File: src/rtl/core/mips_subset_executor_defines.svh
// Assertion macros for the MIPS subset executor.
// Used by the top level only; no other dependencies.
`ifndef MIPS_SUBSET_EXECUTOR_DEFINES_SVH
`define MIPS_SUBSET_EXECUTOR_DEFINES_SVH
// implication checked on every clock, disabled in reset
`define MSE_ASSERT_IMPLY(label, clk, rst, lhs, rhs) \
   label: assert property (@(posedge clk) disable iff (rst) (lhs) |-> (rhs)) \
      else $error("assertion failed");
// next-cycle implication
`define MSE_ASSERT_NEXT(label, clk, rst, lhs, rhs) \
   label: assert property (@(posedge clk) disable iff (rst) (lhs) |=> (rhs)) \
      else $error("assertion failed");
`endif

File: src/rtl/core/mse_pkg.sv
// Shared types and constants for the MIPS subset executor.
// No dependencies.
package mse_pkg;
   localparam int MemWordsDefault = 262144;
   localparam logic [31:0] HaltPc  = 32'hFFFF_FFFF;
   localparam logic [31:0] SpReset = 32'h0010_0000;

   localparam logic [5:0] OpSpecial = 6'h00;
   localparam logic [5:0] OpJ     = 6'h02;
   localparam logic [5:0] OpJal   = 6'h03;
   localparam logic [5:0] OpBeq   = 6'h04;
   localparam logic [5:0] OpBne   = 6'h05;
   localparam logic [5:0] OpAddi  = 6'h08;
   localparam logic [5:0] OpAddiu = 6'h09;
   localparam logic [5:0] OpSlti  = 6'h0A;
   localparam logic [5:0] OpSltiu = 6'h0B;
   localparam logic [5:0] OpAndi  = 6'h0C;
   localparam logic [5:0] OpOri   = 6'h0D;
   localparam logic [5:0] OpLui   = 6'h0F;
   localparam logic [5:0] OpLw    = 6'h23;
   localparam logic [5:0] OpSw    = 6'h2B;
   localparam logic [5:0] OpLl    = 6'h30;

   localparam logic [5:0] FnSll  = 6'h00;
   localparam logic [5:0] FnSrl  = 6'h02;
   localparam logic [5:0] FnJr   = 6'h08;
   localparam logic [5:0] FnAdd  = 6'h20;
   localparam logic [5:0] FnAddu = 6'h21;
   localparam logic [5:0] FnSub  = 6'h22;
   localparam logic [5:0] FnSubu = 6'h23;
   localparam logic [5:0] FnAnd  = 6'h24;
   localparam logic [5:0] FnOr   = 6'h25;
   localparam logic [5:0] FnNor  = 6'h27;
   localparam logic [5:0] FnSlt  = 6'h2A;
   localparam logic [5:0] FnSltu = 6'h2B;

   typedef enum logic [1:0] {
      ST_IDLE,
      ST_EXEC,
      ST_LOAD
   } state_type;

   // result word handed to the output register
   typedef struct packed {
      logic [31:0] pc_after;
      logic        halted;
      logic        reg_written;
      logic [4:0]  reg_index;
      logic [31:0] reg_value;
      logic        mem_written;
   } rsp_type;
endpackage

File: src/rtl/core/mse_regfile.sv
// General register file with reset values, two read ports, one write.
// Depends on mse_pkg.
module mse_regfile
   import mse_pkg::*;
(
   input  logic        clock,
   input  logic        reset,
   input  logic [4:0]  rs,
   input  logic [4:0]  rt,
   output logic [31:0] a,
   output logic [31:0] b,
   input  logic        wr_en,
   input  logic [4:0]  wr_idx,
   input  logic [31:0] wr_data
);
   logic [31:0] regs_ff [32];

   // 32 registers, reset to the boot values
   always_ff @(posedge clock) begin
      if (reset) begin
         for (int i = 0; i < 32; i++) begin
            regs_ff[i] <= '0;
         end
         regs_ff[29] <= SpReset;
         regs_ff[31] <= HaltPc;
      end else if (wr_en && wr_idx != 5'd0) begin
         regs_ff[wr_idx] <= wr_data;
      end
   end
   assign a = regs_ff[rs];
   assign b = regs_ff[rt];
endmodule

File: config.mk
export PLATFORM = sky130hd
export DESIGN_NAME = mse_regfile
export DESIGN_NICKNAME = d
export VERILOG_FILES = /design/src/rtl/core/mips_subset_executor_defines.svh /design/src/rtl/core/mse_pkg.sv /design/src/rtl/core/mse_regfile.sv
export SDC_FILE = /design/constraint.sdc
export NUM_CORES = 2
export LEC_CHECK = 0
export BUFFER_PORTS_ARGS = -buffer_cell sky130_fd_sc_hd__clkbuf_2
export CORE_MARGIN = 2
export CORE_UTILIZATION = 25
export DETAILED_ROUTE_END_ITERATION = 7
export GPL_TIMING_DRIVEN = 1
export PLACE_DENSITY_LB_ADDON = 0.1
export REMOVE_ABC_BUFFERS = 1
export SETUP_SLACK_MARGIN = 0.5
export SYNTH_ARGS = -nofsm -noshare
export SYNTH_HDL_FRONTEND = slang
export SYNTH_SLANG_ARGS = --single-unit
File: constraint.sdc
create_clock -name clock -period 5.75 [get_ports clock]
set_clock_uncertainty 0.1 [all_clocks]
set_input_delay 0.2875 -clock clock [delete_from_list [all_inputs] [get_ports clock]]
set_output_delay 0.2875 -clock clock [all_outputs]
set_load 0.05 [all_outputs]
Word level (Yosys, flattened, before mapping)
Memory sizes are Yosys's and may differ from the RTL's.
Index checks and enable logic that the tools add are counted.
Storage, ports and cells
  register bits: 0
  memory bits (writable): 1024
  word-level logic and storage cells: 16
  memories: 1
Cells by class
  multiplexer cells: 10
  bitwise gates (word level): 2
  reduce and logical (&&, ||, !) cells: 3
Memory list
  regs_ff: words 32, bits a word 32, rd ports 2, clocked after memory_dff 0, wr ports 32, line mse_regfile.sv:16  | logic [31:0] regs_ff [32];
Operators with widths (number)
  $mux W32: 3
  $reduce_or A32 Y1: 1
  $mux W1: 6
  $mux W5: 1
  $reduce_bool A5 Y1: 1
  $or A1 B1 Y1: 2
  $logic_and A1 B1 Y1: 1

Depth between registers and ports, before layout
  depth after elaboration: 7
  mapped depth: 8

Worst setup path before layout
No wires, ideal clock.
  path type: input to register
  start point: input port wr_en
  end point: memory regs_ff[31][0], enable pin
  data arrival time: 2476 ps
  required time: 5222 ps
  setup slack: 2746 ps
  cell stages on the path: 5
  path buffers: 2
  cell sequence: nor2b_2 -> nand3_1 -> buf_2 -> clkbuf_1 -> o21bai_1
RTL lines
  from (decl): line mse_regfile.sv:12  | input logic wr_en,
  to (decl): line mse_regfile.sv:16

Final worst setup path
  start point: input port rs[1]
  end point: output port a[26]
On the way
  cells in the longest elaborated chain, start to end: 1
Ends and longest elaborated chain
  from (decl): line mse_regfile.sv:8  | input logic [4:0] rs,
  $mem_v2 Z32 W32
  to (decl): line mse_regfile.sv:10  | output logic [31:0] a,
No other way between the ends.

==> results.txt <==
status: finished clean
multiplexer share of the synthesized area: 0.183
fmax: 277 MHz
layout cells sized above 1: 0.117
Layout area overhead: 14.6%
number of synthesized flops with an enable pin: 1024
Peak VDD IR: 0.307 mV
sw power: 5.59 mW
Largest stage delay, worst path: 510 ps
final-report max-slew violation count: 0
largest net degree at the start of global routing: 87
Via density: 4.95
leading area contributor after synthesis: edfxtp_1
Reg clk slew, reported paths: 60 ps
count of final setup violators: 0
Sw Ratio: 0.285
total grt overflow: 0
Routed Antenna Nets: 0
critical path peak fanout: 51
Seq/Total Area, Yosys: 0.549
H-Tree Depth: 4
P_int: 14.0 mW
Max Cap Viol: 0
GRT Util Overall: 0.218
Slew headroom: 0.0970
Buf/Inv on CP: 3
RSZ-0062 raised after global routing: false
first-pass GRT wire length: 343000 um
# port buffers: 113
Post-CTS Setup Bufs: 0
nets: 4665
Seq pwr share: 0.452
Worst path slowest cell: mux2i_1
DIE AREA: 228000 um^2
kind of critical path: primary input to output pin
Ys Warns: 0
Die Wd: 477 um
Starting Density: 0.252
HP Class: primary input to register
CTS sink cnt: 1024
Yosys top cell area share: 0.549
Cell variety after synth: 30
Layout Utilization: 0.289
final WL: 253000 um
largest family of logic cells by synthesized area: multiplexers
DP Wirelength: 149000 um
CP arrival: 3220 ps
Synth Area in XOR/XNOR: 0
CP Cell Sequence: buf_8, buf_4, mux2i_1, a22o_1, nor3_1, a31oi_1, nand3_1, clkbuf_2
Root Driver: clkbuf_16
initial antenna violation count: 32
minimum clock period: 3610 ps
clock network power share: 0.417
Crit. End Element: output pin
DRC Markers: 0
Worst-Margin Slew: 1350 ps
dominant synthesized flop cell: edfxtp_1
combinational power share: 0.132
Commonest cells post-synth: 1024 x edfxtp_1, 1024 x mux2i_1, 961 x and2_1, 238 x clkbuf_1, 195 x nand2_1
CTS tree: yes
asr flop ratio synth: 0
Synth Area in Compound Gates: 0.0702
synthesis-stage register bit count: 1024
DR vias: 38223
worst hold slack: 84.3 ps
biggest regs: regs_ff (1024)
final setup margin: 2140 ps
Cells after Synth: 4608
maximum clock insertion buffer count: 3
post-route clock period utilization: 0.628
core region area: 222000 um^2
startpoint types: primary input
Place WS: 1860 ps
Power Dens Cells: 305 nW/um^2
post-synthesis adder-cell area fraction: 0
vias in the first global route: 38553
DR WL/cell: 32.8 um
Leakage: 24.5 nW
Worst Path Required: 5360 ps
Post-Synthesis Cell Area: 56000 um^2
CP delay by family, top: buffers and inverters
Die Y: 477 um
Largest register FFs: 1024
DR pass1 iterations: 7
Biggest register: regs_ff
Synth Area per Inst: 12.1 um^2
CTS buffer count: 133
Final GP Congestion: 0.779
row count: 173
io pins: 114
Fin. Hold Viols: 0
synth top area cells: edfxtp_1 55%, mux2i_1 18%, and2_1 11%
Synth Area in Simple Gates: 0.157
drt initial violations: 3504
## path summary, 6_finish.rpt
| kind | startpoint | end | slack (ps) | cells after the start |
|---|---|---|---|---|
| setup / recovery | rs[1] | a[26] | 2140 | 8 |
| hold / removal | wr_data[8] | regs_ff[22][8]$_SDFFCE_PN0P_ | 80 | 3 |
## worst min-delay path, stage by stage
cell,delay [ps]
clkbuf_2,80
buf_4,230
and2_1,190
## routing by layer
layer,vias to the layer above,GRT usage,part of all wire
met5,-,0,0.000047
met4,2,0.0515,0.021
met3,261,0.0239,0.045
li1,16965,-,-
met1,19868,0.304,0.46
met2,1127,0.361,0.47
## what timing repair did
item                                   CTS  global route
hold buffers                             1             0
endpoints found under the hold margin    7             0
resized for setup                        0             0
## kinds of logic after synthesis
kind of cell | count (synthesis)
flops | 1024
buf+inv | 450
simple gates | 1532
mux | 1024
other cells | 1
compound gates | 577
## cells in the final DEF, fill, tap and decap left out, types with 21 or more instances in the layout
master     instances
diode_2           25
clkbuf_2         110
edfxtp_1        1024
mux2i_1         1024
and2_1           959
conb_1            32
or2_2             31
or3_1             35
clkinv_2          23
a22o_1           128
clkbuf_16        139
buf_12            21
a31oi_1           64
a21oi_1          192
nor3_1            64
nor2_4            32
nand3_1          192
a22oi_1          192
buf_4            157
clkbuf_1          34
nand2_1          193
clkinv_1          22
## per-stage QoR
step                      std cells  power (mW)  TNS, ps  area (um^2)
after global placement         7454        11.6        0        60000
final                          7716        19.6        0        64200
after CTS                      7691        19.8        0        64100
after floorplan                4189        10.2   -10110        53800
after detailed placement       7454        11.6        0        60000
after global routing           7695        20.2        0        64100
## power groups by stage
stage	clock network, mW	registers [mW]	logic, mW
6_report	8.16	8.85	2.58
5_1_grt	8.62	8.90	2.70
4_1_cts	8.33	8.85	2.61
3_5_place_dp	0	9.00	2.60
3_3_place_gp	0	8.99	2.61
2_1_floorplan	0	8.92	1.29
## final cells by class
type | count | area (um^2)
antenna | 25 | 62.6
clock inverter | 63 | 488
tap | 2975 | 3720
fill | 22670 | 158000
multi-input combinational | 3165 | 23300
timing repair buffer | 291 | 2190
sequential | 1024 | 30700
clock buffer | 173 | 3610
(Power assumes the default switching activity.)
