--- src/rtl/core/mips_subset_executor_defines.svh ---
// Assertion macros for the MIPS subset executor.
// Used by the top level only; no other dependencies.
`ifndef MIPS_SUBSET_EXECUTOR_DEFINES_SVH
`define MIPS_SUBSET_EXECUTOR_DEFINES_SVH
// implication checked on every clock, disabled in reset
`define MSE_ASSERT_IMPLY(label, clk, rst, lhs, rhs) \
   label: assert property (@(posedge clk) disable iff (rst) (lhs) |-> (rhs)) \
      else $error("assertion failed");
// next-cycle implication
`define MSE_ASSERT_NEXT(label, clk, rst, lhs, rhs) \
   label: assert property (@(posedge clk) disable iff (rst) (lhs) |=> (rhs)) \
      else $error("assertion failed");
`endif

--- src/rtl/core/mse_pkg.sv ---
// Shared types and constants for the MIPS subset executor.
// No dependencies.
package mse_pkg;
   localparam int MemWordsDefault = 262144;
   localparam logic [31:0] HaltPc  = 32'hFFFF_FFFF;
   localparam logic [31:0] SpReset = 32'h0010_0000;

   localparam logic [5:0] OpSpecial = 6'h00;
   localparam logic [5:0] OpJ     = 6'h02;
   localparam logic [5:0] OpJal   = 6'h03;
   localparam logic [5:0] OpBeq   = 6'h04;
   localparam logic [5:0] OpBne   = 6'h05;
   localparam logic [5:0] OpAddi  = 6'h08;
   localparam logic [5:0] OpAddiu = 6'h09;
   localparam logic [5:0] OpSlti  = 6'h0A;
   localparam logic [5:0] OpSltiu = 6'h0B;
   localparam logic [5:0] OpAndi  = 6'h0C;
   localparam logic [5:0] OpOri   = 6'h0D;
   localparam logic [5:0] OpLui   = 6'h0F;
   localparam logic [5:0] OpLw    = 6'h23;
   localparam logic [5:0] OpSw    = 6'h2B;
   localparam logic [5:0] OpLl    = 6'h30;

   localparam logic [5:0] FnSll  = 6'h00;
   localparam logic [5:0] FnSrl  = 6'h02;
   localparam logic [5:0] FnJr   = 6'h08;
   localparam logic [5:0] FnAdd  = 6'h20;
   localparam logic [5:0] FnAddu = 6'h21;
   localparam logic [5:0] FnSub  = 6'h22;
   localparam logic [5:0] FnSubu = 6'h23;
   localparam logic [5:0] FnAnd  = 6'h24;
   localparam logic [5:0] FnOr   = 6'h25;
   localparam logic [5:0] FnNor  = 6'h27;
   localparam logic [5:0] FnSlt  = 6'h2A;
   localparam logic [5:0] FnSltu = 6'h2B;

   typedef enum logic [1:0] {
      ST_IDLE,
      ST_EXEC,
      ST_LOAD
   } state_type;

   // result word handed to the output register
   typedef struct packed {
      logic [31:0] pc_after;
      logic        halted;
      logic        reg_written;
      logic [4:0]  reg_index;
      logic [31:0] reg_value;
      logic        mem_written;
   } rsp_type;
endpackage

--- src/rtl/core/mse_execute.sv ---
// Instruction decode and execute for one fetched word.
// Depends on mse_pkg.
module mse_execute
   import mse_pkg::*;
(
   input  logic [31:0] pc,
   input  logic [31:0] instr,
   input  logic [31:0] a,
   input  logic [31:0] b,
   output logic [31:0] next_pc,
   output logic        wr,
   output logic [4:0]  dst,
   output logic [31:0] val,
   output logic        is_load,
   output logic        is_store,
   output logic [31:0] mem_addr
);
   logic [5:0]  op, fn;
   logic [4:0]  rt, rd, sh;
   logic [31:0] zimm, simm, pc4, jt;

   assign op   = instr[31:26];
   assign rt   = instr[20:16];
   assign rd   = instr[15:11];
   assign sh   = instr[10:6];
   assign fn   = instr[5:0];
   assign zimm = {16'd0, instr[15:0]};
   assign simm = {{16{instr[15]}}, instr[15:0]};
   assign pc4  = pc + 32'd4;
   assign jt   = {pc4[31:28], instr[25:0], 2'b00};
   assign mem_addr = a + simm;

   // decode and compute
   always_comb begin
      logic        w;
      logic [4:0]  d;
      logic [31:0] v;
      w = 1'b0; d = 5'd0; v = '0;
      next_pc = pc4; is_load = 1'b0; is_store = 1'b0;
      case (op)
         OpSpecial: begin
            w = 1'b1; d = rd;
            case (fn)
               FnSll: v = b << sh;
               FnSrl: v = b >> sh;
               FnJr: begin w = 1'b0; next_pc = a; end
               FnAdd, FnAddu: v = a + b;
               FnSub, FnSubu: v = a - b;
               FnAnd: v = a & b;
               FnOr:  v = a | b;
               FnNor: v = ~(a | b);
               FnSlt: v = {31'd0, $signed(a) < $signed(b)};
               FnSltu: v = {31'd0, a < b};
               default: w = 1'b0;
            endcase
         end
         OpJ: next_pc = jt;
         OpJal: begin w = 1'b1; d = 5'd31; v = pc + 32'd8; next_pc = jt; end
         OpBeq: if (a == b) next_pc = pc4 + {simm[29:0], 2'b00};
         OpBne: if (a != b) next_pc = pc4 + {simm[29:0], 2'b00};
         OpAddi, OpAddiu: begin w = 1'b1; d = rt; v = a + simm; end
         OpSlti: begin w = 1'b1; d = rt; v = {31'd0, $signed(a) < $signed(simm)}; end
         OpSltiu: begin w = 1'b1; d = rt; v = {31'd0, a < simm}; end
         OpAndi: begin w = 1'b1; d = rt; v = a & zimm; end
         OpOri:  begin w = 1'b1; d = rt; v = a | zimm; end
         OpLui:  begin w = 1'b1; d = rt; v = {instr[15:0], 16'd0}; end
         OpLw, OpLl: begin w = 1'b1; d = rt; is_load = 1'b1; end
         OpSw: is_store = 1'b1;
         default: ;
      endcase
      if (d == 5'd0) begin
         w = 1'b0;
         is_load = 1'b0;
      end
      if (!w) begin
         d = 5'd0; v = '0;
      end
      wr = w; dst = d; val = v;
   end
endmodule

--- config.mk ---
export PLATFORM = sky130hd
export DESIGN_NAME = mse_execute
export DESIGN_NICKNAME = d
export VERILOG_FILES = /design/src/rtl/core/mips_subset_executor_defines.svh /design/src/rtl/core/mse_pkg.sv /design/src/rtl/core/mse_execute.sv
export SDC_FILE = /design/constraint.sdc
export NUM_CORES = 1
export LEC_CHECK = 0
export BUFFER_PORTS_ARGS = -buffer_cell sky130_fd_sc_hd__buf_2
export CAP_MARGIN = 40
export CORE_UTILIZATION = 40
export DETAILED_ROUTE_END_ITERATION = 10
export GPL_TIMING_DRIVEN = 0
export PLACE_DENSITY_LB_ADDON = 0.3
export SYNTH_ARGS = -nofsm -noshare
export SYNTH_HDL_FRONTEND = slang
export SYNTH_SLANG_ARGS = --single-unit
export TNS_END_PERCENT = 5
--- constraint.sdc ---
create_clock -name vclk -period 9.65
set_input_delay 0.965 -clock vclk [all_inputs]
set_output_delay 0.965 -clock vclk [all_outputs]
set_load 0.1 [all_outputs]
# --- Word level (Yosys, flattened, before mapping) ---
# Index checks and enable logic that the tools add are counted.
word_totals:
  ff_bits: 0
  input_bits: 128
  out_inout_bits: 104
  elab_cells: 70
classes:
  n_addsub: 6
  magnitude_cmp: 4
  n_eq_ne: 27
  shift: 2
  mux: 15
  n_bitwise: 5
  reduce_logical: 11
op_table:
  columns: ["operator", "count"]
  rows:
  - ["case mux 32 bit (9 select lines)", 1]
  - ["case mux 32 bit (8 select lines)", 1]
  - ["2-to-1 mux 32 bit", 4]
  - ["case mux 32 bit (4 select lines)", 1]
  - ["adder 32 bit", 3]
  - ["< comparator 32 bit", 3]
  - ["equality test 6 bit (second input constant)", 12]
  - ["equality test 6 x 4 -> 1 bit (second input constant)", 8]
  - ["adder 32 x 3 -> 32 bit (second input constant)", 1]
  - ["adder 32 x 4 -> 32 bit (second input constant)", 1]
  - ["AND 32 x 16 -> 32 bit", 1]
  - ["AND 32 bit", 1]
  - ["equality test 32 bit", 1]
  - ["< comparator 32 x 16 -> 1 bit", 1]
  - ["inequality test 32 bit", 1]
  - ["NOT 32 bit", 1]
  - ["OR 32 x 16 -> 32 bit", 1]
  - ["OR 32 bit", 1]
  - ["<< shifter 32 x 5 -> 32 bit", 1]
  - ["right shift 32 x 5 -> 32 bit", 1]
  - ["subtractor 32 bit", 1]
  - ["equality test 6 x 2 -> 1 bit (second input constant)", 3]
  - ["case mux 5 bit (3 select lines)", 1]
  - ["equality test 6 x 3 -> 1 bit (second input constant)", 2]
  - ["other kinds (9)", 18]

# --- Depth between registers and ports, before layout ---
depth:
  depth_word: 6
  depth_mapped: 18
  mapped_depth_nobuf: 18

# --- Worst setup path after synthesis ---
# No wires, ideal clock.
synth_timing:
  path_type: "input to output"
  start: "input port instr[7]"
  end: "output port val[10]"
  arrival_time_ns: 7.289
  required_ns: 8.685
  slack_ns: 1.396
  stages: 15
  path_buffers: 4
  path_cell_list: "clkbuf_1 inv_2 buf_1 clkbuf_1 ha_1 clkbuf_1 nand2_1 o311ai_1 a21oi_1 o21ai_0 xor2_1 a21oi_1 nand3_1 a21oi_1 a211oi_1"
synth_via:
  elab_cells_between_ends: 6
  cone_classes: "add/sub (1); shift (2); mux (3)"
synth_rtl:
  columns: ["element", "line", "rtl"]
  rows:
  - ["from (decl)", "mse_execute.sv:7", "input logic [31:0] instr,"]
  - ["adder 32 bit", null, null]
  - ["via mem_addr[10]", "mse_execute.sv:16", "output logic [31:0] mem_addr"]
  - ["case mux 32 bit (8 select lines)", "mse_execute.sv:40", "case (op)"]
  - ["2-to-1 mux 32 bit", "mse_execute.sv:75", "if (!w) begin"]
  - ["to (decl)", "mse_execute.sv:13", "output logic [31:0] val,"]
# The timed path passes the listed nets, and every way through them passes these cells.

# --- Final worst setup path ---
layout_timing:
  start: "input port instr[6]"
  end: "output port val[31]"
layout_via:
  elab_chain_cells: 4
  elab_cells_between_ends: 6
  cone_classes: "add/sub (1); shift (2); mux (3)"
layout_lines:
  columns: ["element", "line"]
  rows:
  - ["parallel branches: the longest is 2 deep, another holds adder 32 bit", null]
  - ["case mux 32 bit (8 select lines) (*)", "mse_execute.sv:40"]
  - ["2-to-1 mux 32 bit (*)", "mse_execute.sv:75"]
# Every way passes the cells marked *.

==> results by group <==
Cells and area
  – Most common library cell in the layout ignoring fill and taps: nor2_1
  – Register Area: 0 µm²
  – Layout net count: 2884
  – Filler instances: 4121
  – Commonest non-fill, non-tap cells in the layout: nor2_1 (269), buf_2 (247), ha_1 (215)
  – Seq_cells: 0
  – Area grow syn2layout: 12.4%
  – CLK BUF: 0
  – Layout cells sized above 1: 0.138

Route
  – DR WL/cell: 30.5 µm
  – Drt pass-1 iters: 9
  – # DRC: 0
  – DR vias: 21000
  – Vias per cell: 6.88
  – Post-Route WL: 92.9 mm
  – Routed Antenna Nets: 0
  – Iteration-0 DRC Markers: 2713

STA
  – Setup TNS: 0 ps
  – Setup Viol. Count Final: 0
  – Final hold viol count: 0
  – Final worst setup slack: 1550 ps
  – Slew HR: 0.140
  – Max-slew violations: 0
  – Minimum hold slack: 2410 ps
  – Minimum clock period: 8100 ps
  – Fin crit share: 0.839
  – RSZ-0062 raised after global routing: no
  – Pin slew with the least headroom to its limit: 1290 ps
  – Max Clk Rate: 123 MHz

Synth
  – Syn avg cell area: 6.75 µm²
  – Syn Nets: 2642
  – Post-Syn Area: 0.0155 mm²
  – Yosys warns: 0
  – Yosys cell types: 85
  – Register area share after synthesis: 0
  – Syn Inst Count: 2295

Floorplanning
  – Die Ht: 199 µm
  – Chip width: 199 µm
  – Area of the die: 0.0395 mm²
  – Initial core utilization: 0.409
  – IO Pins: 232
  – Row Count: 71
  – Core area: 0.0378 mm²

GRT
  – Total GRT Usage: 0.457
  – Vias in the first global route: 19800
  – Antenna violations before repair: 3
  – Global-route wire length before repair: 132 mm
  – Largest net degree at the start of global routing: 36
  – Grt ovf: 0

Setup path
  – Critical path buffers and inverters: 6
  – Critical path peak fanout: 10
  – Largest delay share family, worst path: buffers and inverters
  – Crit end category: output pin
  – CP peak stage delay: 720 ps
  – CP Launch Type: primary input
  – Crit path required time: 8690 ps
  – Setup Crit Path Kind: primary input to output pin
  – Critical-path cell list: buf_2 > buf_2 > buf_1 > clkbuf_1 > inv_1 > ha_1 > a2111oi_0 > o21ai_0 > nand2_1 > o21ai_0 > a41oi_1 > o21ai_1 > o2111ai_1 > and3_1 > o21ai_0 > a41oi_1 > buf_2
  – Slowest cell on crit path: buf_1
  – Data arrival, critical path: 7130 ps

Outcome
  – Outcome: finished, final reports clean

Worst hold path
  – Min-delay worst type: primary input to output pin

Placement
  – Post-DP HPWL: 76.8 mm
  – Dpl ws: 1870 ps
  – # port buffers: 221
  – Routability cong.: 1.13

Flow run
  – Max Cap Viol: 0

Clock network
  – Post-CTS Hold Fix Bufs: 0
  – CTS resizes: 0
  – Post-CTS Setup Bufs: 0
## cells by family after synthesis
kind of cell	synth area share
AO/OA/AOI/OAI	0.360
XOR/XNOR	0.0747
adder cells (fa/ha/maj)	0.179
buffers and inverters	0.0795
multiplexers	0.0958
AND/OR/NAND/NOR	0.211
## layout make-up
cell class,instances,area (µm²),share of cell area
inverters,154,578,0.0332
diodes,1,2.50,0.000144
plain buffers,161,653,0.0375
multi-input cells,1980,14300,0.819
well taps,511,639,0.0367
repair buffers,240,1270,0.0732
## worst paths after layout
path / slack (ps) / startpoint / depth (start not counted) / endpoint
setup / recovery: 1550 / instr[6] / 17 / val[31]
hold / removal: 2410 / instr[30] / 3 / is_store
## synthesized netlist by cell type, types with 19 or more instances
master,number,share of area
mux2i_1,57,0.037
a21o_1,34,0.016
clkbuf_1,121,0.029
nor2_1,269,0.065
nand3_1,50,0.016
nor2b_1,20,0.0081
o22ai_1,33,0.013
nand2b_1,22,0.0089
inv_1,149,0.036
a211oi_1,53,0.026
xor2_1,40,0.023
a31oi_1,55,0.022
o21ai_0,150,0.048
o21a_1,20,0.0097
a221oi_1,19,0.011
mux4_2,31,0.045
xnor2_1,92,0.052
ha_1,215,0.17
nor3_1,58,0.019
o31ai_1,25,0.012
a222oi_1,43,0.028
nand2_1,165,0.040
mux2_2,19,0.014
a21oi_1,179,0.058
o21bai_1,26,0.013
nand4_1,31,0.013
o211ai_1,21,0.010
## layer usage
layer	share of wire	GRT usage	vias to the layer above	wire, µm
li1	-	-	9097	-
met1	0.37	0.563	9910	34700
met2	0.43	0.711	1590	40100
met3	0.12	0.110	365	11400
met4	0.073	0.285	2	6780
met5	0.00014	0	-	13
## worst min-delay path, delay by kind of cell
| family | cells | cell delay, ps |
|---|---|---|
| buffers and inverters | 2 | 420 |
| AND/OR/NAND/NOR | 1 | 60 |
## metrics by stage
step                area, µm²  utilization  instances
floorplan               15500            -       2295
global placement        17200        0.455       3027
detailed placement      17400        0.460       3045
CTS                     17400        0.460       3045
global route            17400        0.460       3046
finish                  17400        0.460       3047
